## src/sv/mst_pkg.sv

```systemverilog
// ---------------------------------------------------------------------------
// Max segment tree package
// Shared types and constants for the max segment tree search block.
// ---------------------------------------------------------------------------
`default_nettype none

package mst_pkg;

  localparam int VALUE_W = 32;
  localparam int POS_W   = 11;

  localparam logic OP_UPDATE = 1'b0;
  localparam logic OP_QUERY  = 1'b1;

  // Most negative two's complement value: the reset content of every node.
  localparam logic [VALUE_W-1:0] MOST_NEG = {1'b1, {(VALUE_W-1){1'b0}}};

  typedef struct packed {
    logic                      operation;
    logic [POS_W-1:0]          position;
    logic signed [VALUE_W-1:0] operand_value;
  } in_item_t;

  typedef struct packed {
    logic             found;
    logic [POS_W-1:0] found_position;
  } out_item_t;

endpackage

`default_nettype wire

```

## src/sv/mst_ctrl.sv

```systemverilog
// ---------------------------------------------------------------------------
// Tree sequencer
// Walks the node store for updates and searches, using one shared compare.
// ---------------------------------------------------------------------------
`default_nettype none

module mst_ctrl #(
  parameter int CAPACITY = 1024,
  parameter int NODE_W   = 11
) (
  input  wire logic                        clk,
  input  wire logic                        rst_n,
  input  wire mst_pkg::in_item_t           in_item,
  input  wire logic                        in_fire,
  output logic                             busy,
  output logic                             res_valid,
  output mst_pkg::out_item_t               res_item,
  input  wire logic                        res_take,
  output logic                             ram_we,
  output logic [NODE_W-1:0]                ram_waddr,
  output logic [mst_pkg::VALUE_W-1:0]      ram_wdata,
  output logic [NODE_W-1:0]                ram_raddr,
  input  wire logic [mst_pkg::VALUE_W-1:0] ram_rdata
);
  import mst_pkg::*;

  localparam int LEAF_W = NODE_W - 1;
  localparam logic [NODE_W-1:0] LEAVES = NODE_W'(1) << LEAF_W;
  localparam logic [NODE_W-1:0] ROOT   = NODE_W'(1);

  typedef enum logic [2:0] {
    S_CLEAR, S_IDLE, S_UPD, S_QCHK, S_QDESC, S_QCLIMB, S_RESULT
  } state_t;

  state_t             state_r,  state_nxt;
  logic [NODE_W-1:0]  node_r,   node_nxt;
  logic [VALUE_W-1:0] val_r,    val_nxt;
  out_item_t          res_r,    res_nxt;

  logic               ge;
  logic [VALUE_W-1:0] mx;
  logic [NODE_W-1:0]  parent;
  logic [NODE_W-1:0]  pick;
  logic [NODE_W-1:0]  fin_node;
  logic [NODE_W-1:0]  fin_pos;
  logic               fin_ok;
  logic [POS_W-1:0]   start;
  logic [NODE_W-1:0]  in_leaf;
  out_item_t          fin_res;

  // The shared comparator: stored value against running maximum or threshold.
  assign ge     = $signed(ram_rdata) >= $signed(val_r);
  assign mx     = ge ? ram_rdata : val_r;
  assign parent = node_r >> 1;
  assign pick   = ge ? node_r : (node_r | NODE_W'(1));

  assign start   = (in_item.position == '0) ? POS_W'(1) : in_item.position;
  assign in_leaf = LEAVES + NODE_W'(start) - NODE_W'(1);

  assign fin_node = (state_r == S_QDESC) ? pick : node_r;
  assign fin_pos  = {1'b0, fin_node[LEAF_W-1:0]} + NODE_W'(1);
  assign fin_ok   = 32'(fin_pos) <= CAPACITY;
  assign fin_res.found          = fin_ok;
  assign fin_res.found_position = fin_ok ? POS_W'(fin_pos) : '0;

  always_comb begin
    state_nxt = state_r;
    node_nxt  = node_r;
    val_nxt   = val_r;
    res_nxt   = res_r;
    ram_we    = 1'b0;
    ram_waddr = node_r;
    ram_wdata = val_r;
    ram_raddr = node_r;
    case (state_r)
      S_CLEAR: begin
        ram_we    = 1'b1;
        ram_wdata = MOST_NEG;
        node_nxt  = node_r + NODE_W'(1);
        if (&node_r) begin
          state_nxt = S_IDLE;
        end
      end
      S_IDLE: begin
        if (in_fire) begin
          val_nxt = in_item.operand_value;
          if (in_item.operation == OP_UPDATE) begin
            if (in_item.position != '0 && 32'(in_item.position) <= CAPACITY) begin
              ram_we    = 1'b1;
              ram_waddr = in_leaf;
              ram_wdata = in_item.operand_value;
              ram_raddr = in_leaf ^ NODE_W'(1);
              node_nxt  = in_leaf;
              state_nxt = S_UPD;
            end
          end else if (32'(start) > CAPACITY) begin
            res_nxt   = '0;
            state_nxt = S_RESULT;
          end else begin
            ram_raddr = in_leaf;
            node_nxt  = in_leaf;
            state_nxt = S_QCHK;
          end
        end
      end
      S_UPD: begin
        ram_we    = 1'b1;
        ram_waddr = parent;
        ram_wdata = mx;
        val_nxt   = mx;
        node_nxt  = parent;
        ram_raddr = parent ^ NODE_W'(1);
        if (parent == ROOT) begin
          state_nxt = S_IDLE;
        end
      end
      S_QCHK: begin
        if (!ge) begin
          state_nxt = S_QCLIMB;
        end else if (node_r[NODE_W-1]) begin
          res_nxt   = fin_res;
          state_nxt = S_RESULT;
        end else begin
          ram_raddr = node_r << 1;
          node_nxt  = node_r << 1;
          state_nxt = S_QDESC;
        end
      end
      S_QDESC: begin
        if (pick[NODE_W-1]) begin
          res_nxt   = fin_res;
          state_nxt = S_RESULT;
        end else begin
          ram_raddr = pick << 1;
          node_nxt  = pick << 1;
        end
      end
      S_QCLIMB: begin
        if (node_r == ROOT) begin
          res_nxt   = '0;
          state_nxt = S_RESULT;
        end else if (node_r[0]) begin
          node_nxt = parent;
        end else begin
          ram_raddr = node_r | NODE_W'(1);
          node_nxt  = node_r | NODE_W'(1);
          state_nxt = S_QCHK;
        end
      end
      S_RESULT: begin
        if (res_take) begin
          state_nxt = S_IDLE;
        end
      end
      default: begin
        state_nxt = S_IDLE;
      end
    endcase
  end

  always_ff @(posedge clk) begin
    if (!rst_n) begin
      state_r <= S_CLEAR;
      node_r  <= '0;
    end else begin
      state_r <= state_nxt;
      node_r  <= node_nxt;
    end
    val_r <= val_nxt;
    res_r <= res_nxt;
  end

  assign busy      = state_r != S_IDLE;
  assign res_valid = state_r == S_RESULT;
  assign res_item  = res_r;

endmodule

`default_nettype wire

```

## config.mk

```make
export PLATFORM = sky130hd
export DESIGN_NAME = mst_ctrl
export DESIGN_NICKNAME = d
export VERILOG_FILES = /design/src/sv/mst_pkg.sv /design/src/sv/mst_ctrl.sv
export SDC_FILE = /design/constraint.sdc
export NUM_CORES = 1
export LEC_CHECK = 0
export BUFFER_PORTS_ARGS = -buffer_cell sky130_fd_sc_hd__clkbuf_2
export CAP_MARGIN = 25
export CORE_ASPECT_RATIO = 1.4
export CORE_MARGIN = 2
export CORE_UTILIZATION = 56
export DETAILED_ROUTE_END_ITERATION = 7
export PLACE_DENSITY = 0.82
export SLEW_MARGIN = 15
export SYNTH_ARGS = -nofsm -noshare
export SYNTH_HDL_FRONTEND = slang
export SYNTH_SLANG_ARGS = --single-unit
```

## constraint.sdc

```tcl
create_clock -name clk -period 6.6 [get_ports clk]
set_input_delay 1.32 -clock clk [delete_from_list [all_inputs] [get_ports clk]]
set_output_delay 1.32 -clock clk [all_outputs]
set_load 0.01 [all_outputs]
```

**Word level (Yosys, flattened, before mapping)**

Index checks and enable logic that the tools add are counted.
Widths: inputs -> output; s select.

- Add/subtract/negate cells: 4
- Bitwise operators: 2
- Reduce and logical (&&, ||, !) cells: 14
- Multiplexer cells: 54
- $lt $le $gt $ge: 4
- Equal/unequal tests: 23

Operators by type and width:

| operator | count |
|---|---|
| $mux 11 | 16 |
| $mux 32 | 5 |
| $pmux 32 s3 | 1 |
| $mux 12 | 7 |
| $pmux 11 s6 | 1 |
| $pmux 32 s2 | 1 |
| $pmux 11 s5 | 1 |
| $pmux 12 s4 | 1 |
| $ge 32x32->1 | 1 |
| $mux 3 | 10 |
| $le 11x11->1 const B | 2 |
| $ne 2x2->1 const B | 11 |
| $pmux 11 s2 | 1 |
| $pmux 3 s7 | 1 |
| $add 10x1->11 const B | 1 |
| $add 11x1->11 const B | 1 |
| $add 11x11->11 const A | 1 |
| $eq 11x1->1 const B | 1 |
| $gt 11x11->1 const B | 1 |
| $logic_not 11->1 | 1 |
| $reduce_and 11->1 | 1 |
| $reduce_bool 11->1 | 1 |
| $sub 11x1->11 const B | 1 |
| $eq 10x1->1 const B | 1 |
| 21 further kinds | 32 |

- Register bits: 58
- Bits of input ports: 80
- Word-level logic and storage cells: 107
- Output and inout bits: 69

**Depth between registers and ports, before layout**

- Word-level depth: 9
- Depth in mapped cells: 19
- Mapped depth without buffers: 18

**Worst setup path after synthesis**

OpenSTA, ideal clock, no wires.

- Path type: input to output
- Start point: input port in_item[37] in the netlist's numbering
- End point: output port ram_raddr[1]
- Path buffers: 0
- Data required time: 5.280 ns
- Slack: 1.167 ns
- Stages: 12
- Arrival time: 4.113 ns
- Cell sequence: nor2_1 -> and3_1 -> a31oi_1 -> ha_1 -> or3b_1 -> or3_1 -> a21oi_1 -> o22a_1 -> mux2_2 -> o21ai_0 -> a21oi_1 -> a221oi_1

- Longest elaborated chain between the ends: 8
- Elaborated cells between the ends (all ways): 13
- Those cells by class: add/sub: 2; order compare: 2; mux: 6; reduce/logical: 3

Ends and longest elaborated chain:

| what | line | text |
|---|---|---|
| from (decl) | mst_ctrl.sv:13 | `input wire mst_pkg::in_item_t in_item,` |
| $logic_not 11->1 | mst_ctrl.sv:57 | `assign start = (in_item.position == '0) ? POS_W'(1) : in_item.position;` |
| $mux 11 | mst_ctrl.sv:57 |  |
| $add 11x11->11 | mst_ctrl.sv:58 | `assign in_leaf = LEAVES + NODE_W'(start) - NODE_W'(1);` |
| $sub 11x1->11 | mst_ctrl.sv:58 |  |
| $mux 11 (on tied branches) | -- |  |
| $mux 11 (*) | mst_ctrl.sv:87 | `if (in_item.operation == OP_UPDATE) begin` |
| $mux 11 (*) | mst_ctrl.sv:85 | `if (in_fire) begin` |
| $pmux 11 s5 (*) | mst_ctrl.sv:75 | `case (state_r)` |
| to (decl) | mst_ctrl.sv:22 | `output logic [NODE_W-1:0] ram_raddr,` |

Mark *: on every way between the ends. The rest lies on a longest branch, timed or not.

**Final worst setup path**

- Start point: input port in_item[32] in the netlist's numbering
- End point: output port ram_raddr[1]

Same word-level chain as after synthesis.

==> metrics.yaml <==
synth_top_family_by_area: "compound AO/OA/AOI/OAI gates"
clk_pin_slew_ns: 0.06
fmaxAchievable_mhz: 167
routed_wl_microns: 21400
fillers: 1037
synth_xor_xnor_area_share: 0.0184
hold_path_end: "node_r[1]"
finalSetupViolations: 0
synth_fp_nets: 1045
antenna_found_initial: 0
fin_area_sq_mm: 0.00770
cts_root_buffer: "clkbuf_16"
ios: 149
synth-compound-area-share: 0.361
avgRoutedWirePerCell_microns: 18.1
synth.cells.most_frequent: "o21ai_0 (138), nand2_1 (124), a21oi_1 (93), nor2_1 (90), clkbuf_1 (58)"
worstHoldStart: "node_r[2]"
cts_buffers: 9
drive_gt1_frac: 0.203
clkSinkCount: 58
cts_buffer_depth: 2
cp_max_fo: 7
synthFlopType: "edfxtp_1"
netlist-cell-type-count: 79
end_kind: "output port"
via_per_inst: 6.54
diodes: 0
cts_resized: 0
synth_top_area_share: 0.201
drc: 0
startpoint_type: "input port"
grt_setup_unrepaired: "false"
tightestPinTransition_ns: 0.936
first_global_vias: 7080
ant_nets: 0
required_ns: 5.28
ys_top_cells_by_area: "edfxtp_1 (20%), o21ai_0 (10%), ha_1 (7.4%)"
die_area_sq_mm: 0.0127
core-area_sq_mm: 0.0114
gr-usage-all-layers: 0.327
reg2regPathDepth: 19
switchingPower_mw: 1.23
start_util: 0.578
fin_crit_ns: 6.00
rows: 46
yosysMostFrequentCell: "o21ai_0"
synth-simple-area-share: 0.211
grt_overflow_total: 0
status: "complete, no violations"
seqPwrFrac: 0.227
synth_fa_ha_area_frac: 0.0756
pwr-share-comb: 0.574
synthCells: 926
async_reset_ff_frac: 0
seq_area_sq_mm: 0.00160
drtPass1Iterations: 6
fin_nets: 1153
worstHoldPathType: "reg2reg"
port_buffers: 148
yosys.area.top_type: "edfxtp_1"
cts_tree: "yes"
ys_warn_count: 0
synth.area.mux_share: 0.0192
synth_edf_count: 44
slew_violations: 0
pwr-share-clk: 0.200
area_growth_pct: 16.9
multi_input_area_sq_mm: 0.00452
min_path_cells: 2
slew_headroom: 0.375
grt_max_degree: 68
setup_tns_ns: 0
drv_cap: 0
post_cts.repair.setup_buffers: 0
die_w_microns: 95.7
syn_area_per_cell_sq_um: 7.12
place_congestion: 0.985
finalHoldViolCount: 0
worstSetupPathType: "in2out"
clock_skew_ns: 0.00730
syn_area_sq_mm: 0.00659
cts-hold-fix-buffers: 0
r2r-end: "res_item[1]"
r2r_setup_slack_ns: 1.88
die_y_microns: 132
p_leak_nw: 3.45
grt_pass1_wl_microns: 33300
period_share: 0.910
ys_ff_latch: 58
htree_levels: 3
dp_hpwl_microns: 15100
clock_latency_ns: 0.34
drt_iter0_drc: 652
p_per_area_mw_per_mm2: 340
dpl-instance-area_sq_mm: 0.00737
seq_area_frac_synth: 0.243
worst_ep_arrival_time_ns: 4.68
vias: 7741
reg2reg_from: "val_r[7]"
p_sw_frac: 0.468
vdd_ir_drop_max_mv: 0.242
intPower_mw: 1.39
-- layout by cell type, fill, tap and decap left out, types with 11 or more instances in the layout --
cell and n:
buf_4 18, nand3_1 17, nand2_1 123, o211ai_1 11
edfxtp_1 44, inv_1 50, clkbuf_2 148, a21oi_1 93
a31oi_1 11, nor3_1 17, dfxtp_1 14, nand4_1 12
o21ai_0 138, a22o_1 33, nor2_1 89, ha_1 39
-- area by class of cell --
| type | instances | share of cell area |
|---|---|---|
| Clock buffer | 9 | 0.0292 |
| Clock inverter | 7 | 0.0132 |
| Inverter | 52 | 0.0253 |
| Sequential cell | 58 | 0.208 |
| Multi-Input combinational cell | 747 | 0.587 |
| Tap cell | 144 | 0.0234 |
| Timing Repair Buffer | 166 | 0.114 |
-- worst max-delay path, stage by stage --
cell,delay [ns]
clkbuf_2,0.17
nor4_2,0.10
and3_1,0.22
a31oi_1,0.18
ha_1,0.19
or3b_1,0.44
or3_1,0.45
a21oi_1,0.25
o22a_1,0.20
mux2_2,0.35
o21ai_0,0.17
a21oi_1,0.09
a221oi_1,0.35
clkbuf_2,0.20
-- state kept, by name, summed over array words and instances, names as in the netlist --
signal / cells
node_r: 11
val_r: 32
res_item: 12
state_r: 3
-- cells by family (layout without fill, tap and decap cells) --
family / after synthesis / count (layout)
adders and majority gates: 40 / 40
muxes: 11 / 11
xor gates and xnor gates: 13 / 13
DFF: 58 / 58
and+or+nand+nor: 308 / 308
AOI/OAI and AO/OA: 375 / 375
buffers and inverters: 121 / 234
-- power by group through the flow --
stage	clock (mW)	sequential (mW)	combinational, mW
5_1_grt	0.536	0.601	1.65
3_5_place_dp	0	0.595	1.47
2_1_floorplan	0	0.548	1.08
6_report	0.523	0.594	1.50
3_3_place_gp	0	0.593	1.45
4_1_cts	0.521	0.588	1.48
-- metrics by stage --
step	total power, mW	worst slack [ns]	cells	hold WS [ns]	util
after floorplan	1.62	1.17	926	0.637	-
after global placement	2.04	0.713	1167	0.556	0.647
after detailed placement	2.07	0.651	1167	0.558	0.647
after CTS	2.59	0.639	1183	0.571	0.676
after global routing	2.79	0.341	1183	0.605	0.676
final	2.62	0.597	1183	0.580	0.676
-- how the worst max path moves through the flow --
stage	startpoint	to	slack [ns]	depth (start not counted)
6_report	in_item[32]	ram_raddr[1]	0.60	14
3_3_place_gp	in_item[32]	ram_raddr[1]	0.71	14
4_1_cts	in_item[32]	ram_raddr[1]	0.64	14
2_1_floorplan	in_item[37]	ram_raddr[1]	1.17	12
5_1_grt	in_item[32]	ram_raddr[1]	0.34	14
3_5_place_dp	in_item[32]	ram_raddr[1]	0.65	14
-- routing by layer --
layer  GRT usage  wire length, microns  part of all wire  vias up
met5           0                     0                 0        -
met4       0.183                  1030             0.048        0
met3      0.0583                  1740             0.082      100
met2       0.557                 10500              0.49      411
met1       0.375                  8090              0.38     3567
li1            -                     -                 -     3663
Note: power is estimated with default switching activity, not from simulation.
